File: src/hdl/ddpc_pkg.sv
package ddpc_pkg;

  localparam int POS_W      = 24;
  localparam int MOVED_W    = 24;
  localparam int TGT_W      = 21;
  localparam int PWR_W      = 8;
  localparam int PAR_W      = 16;
  localparam int FRAC_W     = 16;
  localparam int Q8_W       = 8;
  localparam int ACC_W      = 42;
  localparam int MUL_AW     = 39;
  localparam int MUL_BW     = 24;
  localparam int MUL_PW     = MUL_AW + MUL_BW;
  localparam int DIV_QW     = 7;
  localparam int DIV_YW     = MUL_PW - FRAC_W;
  localparam int SAT_LO     = Q8_W + MOVED_W - 1;
  localparam int NUM_MOTORS = 4;
  localparam int IN_DATA_W  = NUM_MOTORS * POS_W;
  localparam int OUT_DATA_W = NUM_MOTORS * PWR_W;
  localparam int CFG_IDX_W  = 3;
  localparam int CFG_DATA_W = 21;

  localparam logic [1:0]         MODE_SLIDE      = 2'd1;
  localparam logic [1:0]         MODE_TURN       = 2'd2;
  localparam logic               CMD_START       = 1'b0;
  localparam logic [PWR_W-2:0]   PWR_MAX         = 7'd127;
  localparam logic [PAR_W-1:0]   RAMP_DIST_RESET = 16'd256;
  localparam logic [MUL_AW-1:0]  L_LIM           = {1'b1, {(MUL_AW-1){1'b0}}};
  localparam logic [MOVED_W-2:0] T_MAX           = {(MOVED_W-1){1'b1}};

  typedef enum logic [CFG_IDX_W-1:0] {
    CFG_MODE,
    CFG_TARGET,
    CFG_POWER,
    CFG_RAMP_EN,
    CFG_GAIN,
    CFG_RAMP_DIST,
    CFG_CM_PER_COUNT,
    CFG_ARC_PER_DEG
  } cfg_idx_t;

  typedef enum logic [2:0] {
    ST_IDLE,
    ST_MULA,
    ST_CHECK,
    ST_MULB,
    ST_MULC,
    ST_DIV,
    ST_POWER,
    ST_RESULT
  } state_t;

endpackage

File: src/hdl/drive_distance_p_controller_top.sv
// Distance drive controller for a four-motor base.
// Input channel s_axis: tuser is the command (start a move / control tick),
// tdata carries the four encoder positions. Output channel m_axis: one item
// per input, tdata the four motor powers, tuser the done flag.
// Configuration registers are written through cfg_wen/cfg_index/cfg_data,
// by the user only while no item is in flight; the block does not enforce it.
// From input accept to output valid, a start command or a tick while no move
// is active goes straight to the result; the tick that ends a move runs one
// multiply round and the done check, a normal tick a second round and the
// power step, and a tick in the ramp-down a third round and the divide.
// The next item is taken only once the result is registered, never while an
// item is in flight. The two shared bit-serial multipliers (up to three
// rounds per item) and the serial divider of the ramp set the time taken.
// Reset clears the configuration to its defaults, the encoder offsets and
// moved distances, and ends any move. A stalled output keeps its item; the
// next result waits in the controller until the output register frees up.
module drive_distance_p_controller_top (
  input  logic                              clk,
  input  logic                              rst,
  input  logic                              s_axis_tvalid,
  output logic                              s_axis_tready,
  // left_front_pos, left_back_pos, right_front_pos, right_back_pos
  input  logic [ddpc_pkg::IN_DATA_W-1:0]    s_axis_tdata,
  // command
  input  logic [0:0]                        s_axis_tuser,
  output logic                              m_axis_tvalid,
  input  logic                              m_axis_tready,
  // left_front_power, left_back_power, right_front_power, right_back_power
  output logic [ddpc_pkg::OUT_DATA_W-1:0]   m_axis_tdata,
  // done_res
  output logic [0:0]                        m_axis_tuser,
  input  logic                              cfg_wen,
  input  logic [ddpc_pkg::CFG_IDX_W-1:0]    cfg_index,
  input  logic [ddpc_pkg::CFG_DATA_W-1:0]   cfg_data
);
  import ddpc_pkg::*;

  function automatic logic [MOVED_W-1:0] moved_from(input logic neg,
                                                    input logic [MUL_PW-1:0] pr);
    logic               big;
    logic [MOVED_W-1:0] m;
    big = |pr[MUL_PW-1:SAT_LO];
    m   = {1'b0, pr[SAT_LO-1:Q8_W]};
    if (neg) begin
      moved_from = big ? {1'b1, {(MOVED_W-1){1'b0}}} : (~m + 1'b1);
    end else begin
      moved_from = big ? {1'b0, {(MOVED_W-1){1'b1}}} : m;
    end
  endfunction

  function automatic logic [PWR_W-1:0] power_from(input logic neg,
                                                  input logic [PWR_W-2:0] mag);
    logic [PWR_W-1:0] v;
    v = {1'b0, mag};
    power_from = neg ? (~v + 1'b1) : v;
  endfunction

  // configuration
  logic [1:0]        mode;
  logic [TGT_W-1:0]  target_amount;
  logic [PWR_W-1:0]  drive_power;
  logic              ramp_enable;
  logic [PAR_W-1:0]  gain;
  logic [PAR_W-1:0]  ramp_distance;
  logic [PAR_W-1:0]  cm_per_count;
  logic [PAR_W-1:0]  arc_per_degree;

  // move state
  logic [POS_W-1:0]   enc_offset [NUM_MOTORS];
  logic [MOVED_W-1:0] left_moved;
  logic [MOVED_W-1:0] right_moved;
  logic               active;

  // item and intermediate registers
  logic [POS_W-1:0]  pos [NUM_MOTORS];
  logic [MUL_AW-1:0] l_mag;
  logic [MUL_AW-1:0] r_mag;
  logic              l_neg;
  logic              r_neg;
  logic [MUL_BW-1:0] rem_mag;
  logic              rem_neg;
  logic              ramp;
  logic [PWR_W-1:0]  res_power [NUM_MOTORS];
  logic              res_done;
  logic [OUT_DATA_W-1:0] out_data;
  logic              out_done;
  logic              out_valid;

  state_t state, state_next;
  logic   mul_start;
  logic   div_start;
  logic   out_load;

  logic [MUL_AW-1:0] mul_a0, mul_a1;
  logic [MUL_BW-1:0] mul_b0, mul_b1;
  logic [MUL_PW-1:0] prod0, prod1;
  logic              mul_busy0, mul_busy1;
  logic              mul_idle;
  logic [DIV_QW-1:0] div_q0, div_q1;
  logic              div_busy0, div_busy1;
  logic [PAR_W-1:0]  ramp_win;

  // combinational datapath
  logic               is_slide, is_turn;
  logic [TGT_W-1:0]   t_abs;
  logic [MOVED_W:0]   diff, diff_mag;
  logic [MOVED_W-1:0] lm_abs, rm_abs;
  logic [MOVED_W-2:0] t_turn;
  logic [MOVED_W-1:0] t_cur;
  logic               done_hit;
  logic [ACC_W-1:0]   c_mag, c_s, p_s, l_raw, r_raw, l_full, r_full;
  logic [MOVED_W:0]   rem_l, rem_r, rem_abs, dist_ext;
  logic               ramp_hit;
  logic [POS_W:0]     dlt [NUM_MOTORS];
  logic [POS_W+1:0]   lsum, rsum, lsum_mag, rsum_mag;
  logic [PWR_W-2:0]   l_pmag, r_pmag;
  logic               l_out_neg, r_out_neg;

  assign is_slide = (mode == MODE_SLIDE);
  assign is_turn  = (mode == MODE_TURN);
  assign ramp_win = (ramp_distance == '0) ? PAR_W'(1) : ramp_distance;

  always_comb begin
    t_abs    = target_amount[TGT_W-1] ? (~target_amount + 1'b1) : target_amount;
    diff     = is_turn ? ({left_moved[MOVED_W-1], left_moved}
                          + {right_moved[MOVED_W-1], right_moved})
                       : ({left_moved[MOVED_W-1], left_moved}
                          - {right_moved[MOVED_W-1], right_moved});
    diff_mag = diff[MOVED_W] ? (~diff + 1'b1) : diff;
    lm_abs   = left_moved[MOVED_W-1] ? (~left_moved + 1'b1) : left_moved;
    rm_abs   = right_moved[MOVED_W-1] ? (~right_moved + 1'b1) : right_moved;

    t_turn   = (|prod0[MUL_PW-1:SAT_LO]) ? T_MAX : prod0[SAT_LO-1:Q8_W];
    t_cur    = is_turn ? {1'b0, t_turn} : MOVED_W'(t_abs);
    done_hit = (lm_abs >= t_cur) && (rm_abs >= t_cur);

    c_mag  = prod1[ACC_W-1:0];
    c_s    = diff[MOVED_W] ? (~c_mag + 1'b1) : c_mag;
    p_s    = {{(ACC_W-PWR_W-FRAC_W){drive_power[PWR_W-1]}}, drive_power,
              {FRAC_W{1'b0}}};
    l_raw  = is_slide ? p_s : (p_s - c_s);
    r_raw  = is_slide ? (~p_s + 1'b1)
                      : (is_turn ? ((~p_s + 1'b1) - c_s) : (p_s + c_s));
    l_full = l_raw[ACC_W-1] ? (~l_raw + 1'b1) : l_raw;
    r_full = r_raw[ACC_W-1] ? (~r_raw + 1'b1) : r_raw;

    rem_l    = {1'b0, t_cur} - {1'b0, lm_abs};
    rem_r    = {1'b0, t_cur} - {1'b0, rm_abs};
    rem_abs  = rem_l[MOVED_W] ? (~rem_l + 1'b1) : rem_l;
    dist_ext = (MOVED_W+1)'(ramp_win);
    ramp_hit = ramp_enable && (($signed(rem_l) <= $signed(dist_ext))
                               || ($signed(rem_r) <= $signed(dist_ext)));

    for (int i = 0; i < NUM_MOTORS; i++) begin
      dlt[i] = {pos[i][POS_W-1], pos[i]} - {enc_offset[i][POS_W-1], enc_offset[i]};
    end
    if (is_slide) begin
      lsum = {dlt[0][POS_W], dlt[0]} - {dlt[1][POS_W], dlt[1]};
      rsum = {dlt[3][POS_W], dlt[3]} - {dlt[2][POS_W], dlt[2]};
    end else begin
      lsum = {dlt[0][POS_W], dlt[0]} + {dlt[1][POS_W], dlt[1]};
      rsum = {dlt[2][POS_W], dlt[2]} + {dlt[3][POS_W], dlt[3]};
    end
    lsum_mag = lsum[POS_W+1] ? (~lsum + 1'b1) : lsum;
    rsum_mag = rsum[POS_W+1] ? (~rsum + 1'b1) : rsum;

    l_pmag = ramp ? div_q0
                  : ((|l_mag[MUL_AW-1:FRAC_W+PWR_W-1]) ? PWR_MAX
                                                       : l_mag[FRAC_W+PWR_W-2:FRAC_W]);
    r_pmag = ramp ? div_q1
                  : ((|r_mag[MUL_AW-1:FRAC_W+PWR_W-1]) ? PWR_MAX
                                                       : r_mag[FRAC_W+PWR_W-2:FRAC_W]);
    l_out_neg = l_neg ^ (ramp & rem_neg);
    r_out_neg = r_neg ^ (ramp & rem_neg);
  end

  // multiplier operands by phase
  always_comb begin
    unique case (state)
      ST_IDLE: begin
        mul_a0 = MUL_AW'(t_abs);
        mul_b0 = MUL_BW'(arc_per_degree);
        mul_a1 = MUL_AW'(diff_mag);
        mul_b1 = MUL_BW'(gain);
      end
      ST_CHECK: begin
        mul_a0 = MUL_AW'(lsum_mag);
        mul_b0 = MUL_BW'(cm_per_count);
        mul_a1 = MUL_AW'(rsum_mag);
        mul_b1 = MUL_BW'(cm_per_count);
      end
      default: begin
        mul_a0 = l_mag;
        mul_b0 = rem_mag;
        mul_a1 = r_mag;
        mul_b1 = rem_mag;
      end
    endcase
  end

  ddpc_mul u_mul0 (
    .clk   (clk),
    .rst   (rst),
    .start (mul_start),
    .a     (mul_a0),
    .b     (mul_b0),
    .busy  (mul_busy0),
    .prod  (prod0)
  );

  ddpc_mul u_mul1 (
    .clk   (clk),
    .rst   (rst),
    .start (mul_start),
    .a     (mul_a1),
    .b     (mul_b1),
    .busy  (mul_busy1),
    .prod  (prod1)
  );

  ddpc_div u_div0 (
    .clk   (clk),
    .rst   (rst),
    .start (div_start),
    .y     (prod0[MUL_PW-1:FRAC_W]),
    .d     (ramp_win),
    .busy  (div_busy0),
    .q     (div_q0)
  );

  ddpc_div u_div1 (
    .clk   (clk),
    .rst   (rst),
    .start (div_start),
    .y     (prod1[MUL_PW-1:FRAC_W]),
    .d     (ramp_win),
    .busy  (div_busy1),
    .q     (div_q1)
  );

  assign mul_idle = !mul_busy0 && !mul_busy1;

  always_ff @(posedge clk) begin
    if (rst) begin
      state <= ST_IDLE;
    end else begin
      state <= state_next;
    end
  end

  always_comb begin
    state_next = state;
    mul_start  = 1'b0;
    div_start  = 1'b0;
    unique case (state)
      ST_IDLE: begin
        if (s_axis_tvalid) begin
          if (s_axis_tuser[0] == CMD_START || !active) begin
            state_next = ST_RESULT;
          end else begin
            state_next = ST_MULA;
            mul_start  = 1'b1;
          end
        end
      end
      ST_MULA: begin
        if (mul_idle) begin
          state_next = ST_CHECK;
        end
      end
      ST_CHECK: begin
        if (done_hit) begin
          state_next = ST_RESULT;
        end else begin
          state_next = ST_MULB;
          mul_start  = 1'b1;
        end
      end
      ST_MULB: begin
        if (mul_idle) begin
          if (ramp) begin
            state_next = ST_MULC;
            mul_start  = 1'b1;
          end else begin
            state_next = ST_POWER;
          end
        end
      end
      ST_MULC: begin
        if (mul_idle) begin
          state_next = ST_DIV;
          div_start  = 1'b1;
        end
      end
      ST_DIV: begin
        if (!div_busy0 && !div_busy1) begin
          state_next = ST_POWER;
        end
      end
      ST_POWER: begin
        state_next = ST_RESULT;
      end
      ST_RESULT: begin
        if (out_load) begin
          state_next = ST_IDLE;
        end
      end
    endcase
  end

  assign s_axis_tready = (state == ST_IDLE);
  assign out_load      = (state == ST_RESULT) && (!out_valid || m_axis_tready);

  // configuration and move state
  always_ff @(posedge clk) begin
    if (rst) begin
      mode           <= '0;
      target_amount  <= '0;
      drive_power    <= '0;
      ramp_enable    <= 1'b0;
      gain           <= '0;
      ramp_distance  <= RAMP_DIST_RESET;
      cm_per_count   <= '0;
      arc_per_degree <= '0;
      for (int i = 0; i < NUM_MOTORS; i++) begin
        enc_offset[i] <= '0;
      end
      left_moved  <= '0;
      right_moved <= '0;
      active      <= 1'b0;
    end else begin
      if (cfg_wen) begin
        unique case (cfg_index)
          CFG_MODE:         mode           <= cfg_data[1:0];
          CFG_TARGET:       target_amount  <= cfg_data[TGT_W-1:0];
          CFG_POWER:        drive_power    <= cfg_data[PWR_W-1:0];
          CFG_RAMP_EN:      ramp_enable    <= cfg_data[0];
          CFG_GAIN:         gain           <= cfg_data[PAR_W-1:0];
          CFG_RAMP_DIST:    ramp_distance  <= cfg_data[PAR_W-1:0];
          CFG_CM_PER_COUNT: cm_per_count   <= cfg_data[PAR_W-1:0];
          CFG_ARC_PER_DEG:  arc_per_degree <= cfg_data[PAR_W-1:0];
        endcase
      end
      if (state == ST_IDLE && s_axis_tvalid && s_axis_tuser[0] == CMD_START) begin
        for (int i = 0; i < NUM_MOTORS; i++) begin
          enc_offset[i] <= s_axis_tdata[i*POS_W +: POS_W];
        end
        left_moved  <= '0;
        right_moved <= '0;
        active      <= 1'b1;
      end
      if (state == ST_CHECK && done_hit) begin
        for (int i = 0; i < NUM_MOTORS; i++) begin
          enc_offset[i] <= pos[i];
        end
        left_moved  <= '0;
        right_moved <= '0;
        active      <= 1'b0;
      end
      if (state == ST_MULB && mul_idle) begin
        left_moved  <= moved_from(lsum[POS_W+1], prod0);
        right_moved <= moved_from(rsum[POS_W+1], prod1);
      end
    end
  end

  // item payload and per-tick intermediates
  always_ff @(posedge clk) begin
    if (state == ST_IDLE && s_axis_tvalid) begin
      for (int i = 0; i < NUM_MOTORS; i++) begin
        pos[i]       <= s_axis_tdata[i*POS_W +: POS_W];
        res_power[i] <= '0;
      end
      res_done <= 1'b0;
    end
    if (state == ST_CHECK) begin
      l_mag   <= (l_full > ACC_W'(L_LIM)) ? L_LIM : l_full[MUL_AW-1:0];
      r_mag   <= (r_full > ACC_W'(L_LIM)) ? L_LIM : r_full[MUL_AW-1:0];
      l_neg   <= l_raw[ACC_W-1];
      r_neg   <= r_raw[ACC_W-1];
      rem_mag <= rem_abs[MUL_BW-1:0];
      rem_neg <= rem_l[MOVED_W];
      ramp    <= ramp_hit;
      if (done_hit) begin
        res_done <= 1'b1;
      end
    end
    if (state == ST_POWER) begin
      res_power[0] <= power_from(l_out_neg, l_pmag);
      res_power[1] <= power_from(l_out_neg ^ is_slide, l_pmag);
      res_power[2] <= power_from(r_out_neg, r_pmag);
      res_power[3] <= power_from(r_out_neg ^ is_slide, r_pmag);
    end
  end

  // output register
  always_ff @(posedge clk) begin
    if (rst) begin
      out_valid <= 1'b0;
    end else if (out_load) begin
      out_valid <= 1'b1;
    end else if (m_axis_tready) begin
      out_valid <= 1'b0;
    end
  end

  always_ff @(posedge clk) begin
    if (out_load) begin
      out_data <= {res_power[3], res_power[2], res_power[1], res_power[0]};
      out_done <= res_done;
    end
  end

  assign m_axis_tvalid   = out_valid;
  assign m_axis_tdata    = out_data;
  assign m_axis_tuser[0] = out_done;

endmodule

File: src/hdl/ddpc_mul.sv
module ddpc_mul (
  input  logic                          clk,
  input  logic                          rst,
  input  logic                          start,
  input  logic [ddpc_pkg::MUL_AW-1:0]   a,
  input  logic [ddpc_pkg::MUL_BW-1:0]   b,
  output logic                          busy,
  output logic [ddpc_pkg::MUL_PW-1:0]   prod
);
  import ddpc_pkg::*;

  localparam int CNT_W = $clog2(MUL_BW);

  logic [MUL_AW-1:0] mcand;
  logic [MUL_AW:0]   hi;
  logic [MUL_AW:0]   sum;
  logic [MUL_BW-1:0] lo;
  logic [CNT_W-1:0]  cnt;

  // one multiplier bit per cycle, product shifts right into lo
  assign sum  = hi + (lo[0] ? {1'b0, mcand} : '0);
  assign prod = {hi[MUL_AW-1:0], lo};

  always_ff @(posedge clk) begin
    if (rst) begin
      busy <= 1'b0;
      cnt  <= '0;
    end else if (start) begin
      busy <= 1'b1;
      cnt  <= '0;
    end else if (busy) begin
      cnt <= cnt + 1'b1;
      if (cnt == CNT_W'(MUL_BW - 1)) begin
        busy <= 1'b0;
      end
    end
  end

  always_ff @(posedge clk) begin
    if (start) begin
      mcand <= a;
      hi    <= '0;
      lo    <= b;
    end else if (busy) begin
      hi <= {1'b0, sum[MUL_AW:1]};
      lo <= {sum[0], lo[MUL_BW-1:1]};
    end
  end

endmodule

File: src/hdl/ddpc_div.sv
module ddpc_div (
  input  logic                          clk,
  input  logic                          rst,
  input  logic                          start,
  input  logic [ddpc_pkg::DIV_YW-1:0]   y,
  input  logic [ddpc_pkg::PAR_W-1:0]    d,
  output logic                          busy,
  output logic [ddpc_pkg::DIV_QW-1:0]   q
);
  import ddpc_pkg::*;

  localparam int CNT_W = $clog2(DIV_QW);

  logic              sat;
  logic [PAR_W-1:0]  r;
  logic [PAR_W:0]    r2;
  logic              ge;
  logic [DIV_QW-1:0] ylo;
  logic [DIV_QW-1:0] qq;
  logic [CNT_W-1:0]  cnt;

  // restoring division, one quotient bit per cycle; large quotients saturate
  assign r2 = {r, ylo[DIV_QW-1]};
  assign ge = (r2 >= {1'b0, d});
  assign q  = sat ? PWR_MAX : qq;

  always_ff @(posedge clk) begin
    if (rst) begin
      busy <= 1'b0;
      cnt  <= '0;
    end else if (start) begin
      busy <= 1'b1;
      cnt  <= '0;
    end else if (busy) begin
      cnt <= cnt + 1'b1;
      if (cnt == CNT_W'(DIV_QW - 1)) begin
        busy <= 1'b0;
      end
    end
  end

  always_ff @(posedge clk) begin
    if (start) begin
      sat <= (y[DIV_YW-1:DIV_QW] >= (DIV_YW-DIV_QW)'(d));
      r   <= y[DIV_QW+PAR_W-1:DIV_QW];
      ylo <= y[DIV_QW-1:0];
      qq  <= '0;
    end else if (busy) begin
      r   <= ge ? PAR_W'(r2 - {1'b0, d}) : r2[PAR_W-1:0];
      qq  <= {qq[DIV_QW-2:0], ge};
      ylo <= {ylo[DIV_QW-2:0], 1'b0};
    end
  end

endmodule

File: config.mk
export PLATFORM = sky130hd
export DESIGN_NAME = drive_distance_p_controller_top
export DESIGN_NICKNAME = d
export VERILOG_FILES = /design/src/hdl/ddpc_pkg.sv /design/src/hdl/drive_distance_p_controller_top.sv /design/src/hdl/ddpc_mul.sv /design/src/hdl/ddpc_div.sv
export SDC_FILE = /design/constraint.sdc
export NUM_CORES = 2
export LEC_CHECK = 0
export BUFFER_PORTS_ARGS = -buffer_cell sky130_fd_sc_hd__buf_2
export CAP_MARGIN = 0
export CORE_ASPECT_RATIO = 0.5
export CORE_MARGIN = 5
export CORE_UTILIZATION = 50
export DETAILED_ROUTE_END_ITERATION = 8
export PLACE_DENSITY_LB_ADDON = 0.08
export SYNTH_ARGS = -nofsm -noshare
export SYNTH_HDL_FRONTEND = slang
export SYNTH_SLANG_ARGS = --single-unit
export TNS_END_PERCENT = 5
File: constraint.sdc
create_clock -name clk -period 31 [get_ports clk]
set_input_delay 3.1 -clock clk [delete_from_list [all_inputs] [get_ports clk]]
set_output_delay 3.1 -clock clk [all_outputs]
set_load 0.02 [all_outputs]
# After elaboration in Yosys (flattened, before gate mapping)
# Memory sizes are Yosys's and may differ from the RTL's. A register that Yosys moved wholly into a read port is not among the register bits.
# Cells that the tools add are included.
# op_classes
addsub	38
multipliers	0
div_mod_pow	0
magnitude_cmp	10
eq_ne	26
n_shift	0
mux	118
bitwise_logic	33
reduce_logical	43
# ops
cell	count
$mux 24	23
$mux 42	6
$add 42x1->42 const B	4
$not 42->42	4
$pmux 39 s2	2
$sub 24x24->25	5
$add 24x1->24 const B	5
$mux 16	7
$mux 26	4
$pmux 24 s2	2
$mux 23	4
$gt 42x39->1 const B	2
$sub 42x42->42	2
$add 39x40->40	2
$ge 40x16->1	2
$mux 39	2
$not 24->24	3
$mux 7	10
$mux 8	8
$reduce_or 32->1	2
$add 25x25->26	2
$add 26x1->26 const B	2
$not 26->26	2
$sub 25x25->26	2
45 further kinds	161
# word_totals
regBits	543
latchBits	0
mem_bits_rw	224
mem_bits_ro	0
in_bits	126
output_inout_bits	35
wordCells	315
n_memories	3
# memory_table
memory	depth	word_bits	read_ports	rd_clocked_by_memory_dff	wr	line	text
enc_offset	4	24	4	0	4	drive_distance_p_controller_top.sv:69	logic [POS_W-1:0] enc_offset [NUM_MOTORS];
pos	4	24	4	0	4	drive_distance_p_controller_top.sv:75	logic [POS_W-1:0] pos [NUM_MOTORS];
res_power	4	8	4	4	4	drive_distance_p_controller_top.sv:83	logic [PWR_W-1:0] res_power [NUM_MOTORS];

# Depth between registers and ports, before layout
# logic_depth
depth_word	11
ltp_mapped	50
depth_no_buf	42

# Modules after synthesis
# Synthesis repeated with hierarchy kept, for this count alone.
# unflattened
hier_cells	7722
area_unflattened_um2	65386.5
# by_module_without_submodules
module	instances	cells_per_inst	area_per_inst_um2	seq_area_each_um2
drive_distance_p_controller_top	1	5958	47759.6	13783.2
ddpc_mul	2	580	6015.8	2792.7
ddpc_div	2	302	2797.7	940.9

# Worst setup path before layout
# No wires, ideal clock.
# synth_timing
path_kind	reg-to-reg
start	register right_moved[2]
end	register r_mag[29], data pin
setup_ns	0.255
t_arrival_ns	9.566
required_time_ns	30.745
slack_ns	21.179
path_stages_with_launch	41
n_path_buf	6
synth_period_minus_slack_ns	9.821
path_cell_list	dfxtp_1 -> buf_2 -> nor3_1 -> nand3_1 -> or3_1 -> or3_1 -> or3_1 -> nor3_1 -> nand2_1 -> nor2_1 -> nand2_1 -> o31ai_1 -> xnor2_1 -> ha_1 -> and3_1 -> a311oi_2 -> nand2_1 -> o211ai_1 -> (+5 left out) -> xor2_1 -> inv_1 -> ha_1 -> o41a_1 -> nand4_1 -> or4_1 -> clkbuf_1 -> o311ai_4 -> a2111oi_0 -> o41ai_1 -> xor2_1 -> o31a_1 -> or3_1 -> nor4_1 -> mux2_2 -> a31o_2 -> buf_2 -> and3_1
# synth_via
elab_chain_len	10
elab_cells_between_ends	12
cone_classes	add/sub: 5; order compare: 1; mux: 5; bitwise: 1
# synth_rtl
item	line	text
from (decl)	drive_distance_p_controller_top.sv:71	logic [MOVED_W-1:0] right_moved;
from (signal assigned)	drive_distance_p_controller_top.sv:362	right_moved <= moved_from(rsum[POS_W+1], prod1);
$sub 24x24->25 / $add 24x24->25 (equally long branches)	drive_distance_p_controller_top.sv:128, drive_distance_p_controller_top.sv:126	
$mux 25 (*)	drive_distance_p_controller_top.sv:125	diff = is_turn ? ({left_moved[MOVED_W-1], left_moved}
$mux 42 (*)	drive_distance_p_controller_top.sv:138	c_s = diff[MOVED_W] ? (~c_mag + 1'b1) : c_mag;
$add 42x42->42 / $sub 42x42->42 (equally long branches)	drive_distance_p_controller_top.sv:143	: (is_turn ? ((~p_s + 1'b1) - c_s) : (p_s + c_s));
$mux 42 (*)	drive_distance_p_controller_top.sv:143	
$mux 42 (*)	drive_distance_p_controller_top.sv:142	r_raw = is_slide ? (~p_s + 1'b1)
$not 42->42	drive_distance_p_controller_top.sv:145	r_full = r_raw[ACC_W-1] ? (~r_raw + 1'b1) : r_raw;
$add 42x1->42	drive_distance_p_controller_top.sv:145	
$mux 42 (*)	drive_distance_p_controller_top.sv:145	
$gt 42x39->1	drive_distance_p_controller_top.sv:378	r_mag <= (r_full > ACC_W'(L_LIM)) ? L_LIM : r_full[MUL_AW-1:0];
to (signal assigned)	drive_distance_p_controller_top.sv:378	
to (decl)	drive_distance_p_controller_top.sv:77	logic [MUL_AW-1:0] r_mag;
# Mark *: on every way between the ends. The rest lies on a longest branch, timed or not.
# A chain may end at the register's enable or synchronous reset.

# Final worst setup path
# layout_timing
start	register right_moved[2]
end	register r_mag[27], data pin
# Same word-level chain as after synthesis.

==> results.txt <==
----------------------------------------------------
[Run status]
  Result of the run ... finished, final reports clean

[Clocking]
  CTS sink count ... 795
  Post-cts sizing count ... 0
  Max H-tree Level ... 3
  Setup bufs post-CTS ... 0
  Clock latency at the later pin of the worst-skew pair ... slightly above 0.7 ns
  Max Root-Sink Buffers ... 3
  Count of hold-fix buffers inserted at cts ... 0
  Master cell of the clock root buffer ... sky130_fd_sc_hd__clkbuf_16
  CTS buffer count ... 80
  Clock transition at the registers of the reported paths ... 0.07 ns
  CTS tree ... built

[Yosys]
  Post-synthesis cell count ... 7655
  Dominant register cell in the synthesized netlist ... sky130_fd_sc_hd__edfxtp_1
  Number of synthesized flops with an enable pin ... 533
  Number of synthesis warnings ... 0
  Post-synthesis sequential area ratio ... 0.333
  Cell accounting for the most synthesized area ... sky130_fd_sc_hd__edfxtp_1
  Post-Synthesis Net Count ... 8282
  Largest cells by area after synthesis ... sky130_fd_sc_hd__edfxtp_1, sky130_fd_sc_hd__ha_1, sky130_fd_sc_hd__dfxtp_1, sky130_fd_sc_hd__a21oi_1, sky130_fd_sc_hd__xnor2_1
  Yosys reg bits ... 795
  Top cells by count, synth ... sky130_fd_sc_hd__nand2_1, sky130_fd_sc_hd__nor2_1, sky130_fd_sc_hd__a21oi_1, sky130_fd_sc_hd__edfxtp_1, sky130_fd_sc_hd__ha_1
  Mean area per synthesized cell ... 8.34 sq um
  Count of different cell masters after synthesis ... 116
  Area fraction of the dominant cell type after synthesis ... 0.251
  Most frequent cell after synthesis ... sky130_fd_sc_hd__nand2_1
  Post-synth design cell area ... 0.0639 sq mm
  Fraction of synthesis flops using an asynchronous set or reset pin ... 0

[Setup path]
  Maximum fanout along the worst path ... between 40 and 50
  Required time of the worst setup path ... 31.53 ns
  Startpoint Class ... flip-flop
  CP endpoint kind ... flip-flop
  End of the worst register-to-register path ... r_mag[27]
  Worst R2R Start ... right_moved[2]
  Slack of the worst reg-to-reg path ... 18.73 ns
  Data arrival time of the critical path ... 12.80 ns
  Reg2Reg Depth ... between 40 and 50
  Delay of the slowest critical-path stage ... 0.54 ns
  Category of the most critical setup path ... flip-flop to flip-flop
  Slowest stage cell, crit path ... sky130_fd_sc_hd__a41oi_2

[Min path]
  Endpoint, Worst Hold ... m_axis_tdata[11]
  Hold wc startpoint ... res_power[1][3]
  Number of stages on the worst hold path ... 0
  Path category of the worst min-delay check ... flip-flop to flip-flop

[Route]
  Remaining DRCs ... 0
  Routed WL ... 228 mm
  Detail Route Antenna Nets ... 0
  Total via count in the routed design ... 58400
  Iteration-0 DRC Markers ... 6852
  Drt first pass iters ... 7
  Vias per inst ... 6.21
  Per-cell routed wire length ... 24.2 um

[Place]
  Post-detail-place hpwl ... 177 mm
  Setup slack after placement ... approximately 19 ns
  Post-placement cell count ... approximately 9300
  Port Buffers ... 160
  Final weighted congestion in routability-driven placement ... 1.02

[STA]
  Final hold violation count ... 0
  Crit path time final ... 12.27 ns
  Unrepaired setup endpoints after global routing ... no
  Worst-margin pin slew ... around 1.3 ns
  Max Clock Skew ... 0.0500 ns
  Top achievable clock speed ... 0.0815 GHz
  Max_slew headroom ... 0.121
  Final critical-path setup slack ... 18.73 ns
  Final count of negative-setup-slack endpoints ... 0
  Final total negative setup slack ... 0 ns
  Number of max-slew violations in the final report ... 0
  Hold Worst Slack ... 0.417 ns
  Period Utilization, post-route ... 0.396

[Finish]
  Number of fill cells in the layout ... 11900
  Final Non-Filler Cells ... 9405
  Layout-stage area growth over the synthesis result ... 8.16%
  Combined area of the multi-input logic cells ... 0.0397 sq mm
  Fraction of final layout cells with drive strength greater than 1 ... 0.0713
  Footprint of the flip-flops and latches ... 0.0213 sq mm
  Net count of the finished layout ... around 8300

[Global routing]
  Via count of the first global-routing pass ... between 50000 and 60000
  Global-route wire length before repair ... 337 mm
  GRT Resource Usage Total ... 0.324
  Initial antenna violation count ... 15
  Overall overflow remaining after global route ... 0
  Maximum number of pins on one net before global-route repair ... 92

[Floorplan]
  DIE AREA ... between 0.1 and 0.15 sq mm
  Core Rows ... 92
  CORE AREA ... around 0.13 sq mm
  Initial Utilization ... 0.505
  I/O Pins ... 161
  Chip Width ... approximately 520 um
  Die H ... approximately 260 um

[Flow run]
  Maximum Capacitance Violations ... 0

----------------------------------------------------
## layer usage
metal / GRT usage / share of wire / vias to the layer above
li1: - / - / 27700
met1: 0.483 / 0.46 / 27700
met2: 0.443 / 0.39 / 2568
met3: 0.0891 / 0.11 / 435
met4: 0.112 / 0.039 / 8
met5: 0 / 0.00023 / -
## flip-flops by register name (all words and copies together), names as in the netlist, 21 cells and up
register,flops
l_mag,39
pos,96
u_mul0.mcand,39
u_mul0.lo,24
m_axis_tdata,30
u_mul1.hi,39
left_moved,24
target_amount,21
r_mag,39
u_mul1.mcand,39
u_mul0.hi,39
rem_mag,24
res_power,30
right_moved,24
enc_offset,96
u_mul1.lo,24
## logic make-up after synthesis
family | after synthesis | share of synthesized area
muxes | 110 | 0.0175
buffers and inverters | 780 | 0.0474
and+or+nand+nor | 2836 | 0.211
DFF | 795 | 0.333
adders and majority gates | 505 | 0.100
AOI/OAI and AO/OA | 1996 | 0.202
xor gates and xnor gates | 633 | 0.0886
## layout by cell type (no fill, tap or decap), types with 27 or more instances in the layout
cell type	instances
sky130_fd_sc_hd__nand4_1	75
sky130_fd_sc_hd__a21o_1	96
sky130_fd_sc_hd__nand2_1	826
sky130_fd_sc_hd__dfxtp_1	257
sky130_fd_sc_hd__a21boi_0	46
sky130_fd_sc_hd__xnor2_1	360
sky130_fd_sc_hd__o31ai_1	75
sky130_fd_sc_hd__xor2_1	263
sky130_fd_sc_hd__or3_1	109
sky130_fd_sc_hd__nand2b_1	73
sky130_fd_sc_hd__or4_1	48
sky130_fd_sc_hd__clkbuf_16	82
sky130_fd_sc_hd__edfxtp_1	533
sky130_fd_sc_hd__ha_1	487
sky130_fd_sc_hd__o22ai_1	36
sky130_fd_sc_hd__buf_2	159
sky130_fd_sc_hd__nor2b_1	78
sky130_fd_sc_hd__nand3_1	162
sky130_fd_sc_hd__a221oi_1	29
sky130_fd_sc_hd__a21oi_1	643
sky130_fd_sc_hd__buf_4	115
sky130_fd_sc_hd__and2_1	144
sky130_fd_sc_hd__o211ai_1	49
sky130_fd_sc_hd__a211oi_1	79
sky130_fd_sc_hd__o21bai_1	37
sky130_fd_sc_hd__or2_2	44
sky130_fd_sc_hd__o21ai_0	387
sky130_fd_sc_hd__mux2i_1	99
sky130_fd_sc_hd__a22o_1	112
sky130_fd_sc_hd__inv_1	408
sky130_fd_sc_hd__o21a_1	44
sky130_fd_sc_hd__and3_1	59
sky130_fd_sc_hd__nor4_1	83
sky130_fd_sc_hd__nor3_1	233
sky130_fd_sc_hd__nor2_1	797
sky130_fd_sc_hd__o31a_1	27
sky130_fd_sc_hd__a31oi_1	71
## critical path: cells and delay by family (launching register included)
family,cells,cell delay (ns)
fa+ha+maj,2,0.81
buf+inv,6,1.83
simple gates,18,4.02
xor+xnor,1,0.11
flops,1,0.39
compound gates,16,4.91
## worst max-delay path by stage
stage               slack, ns         to           start  cells past startpoint
global placement        19.14  r_mag[27]  right_moved[2]                     43
global route            18.00  r_mag[27]  right_moved[2]                     43
finish                  18.73  r_mag[27]  right_moved[2]                     43
CTS                     18.91  r_mag[27]  right_moved[2]                     43
detailed placement      18.98  r_mag[27]  right_moved[2]                     43
floorplan               21.18  r_mag[29]  right_moved[2]                     40
## metrics by stage
| step | utilization | cell area [sq um] |
|---|---|---|
| after floorplan | - | 63900 |
| after global placement | 0.525 | 66300 |
| after detailed placement | 0.525 | 66300 |
| after CTS | 0.547 | 69100 |
| after global routing | 0.547 | 69100 |
| final | 0.547 | 69100 |
## final cells by class
type,instances,area share
antenna,4,0.000145
timing repair buffer,274,0.0240
sequential,795,0.308
multi-input combinational,6080,0.575
inverter,414,0.0227
clock buffer,99,0.0318
tap,1692,0.0306
clock inverter,47,0.00766
Power is not shown: default switching activity piles up to over one toggle a cycle in this logic, so the estimate is an artifact.
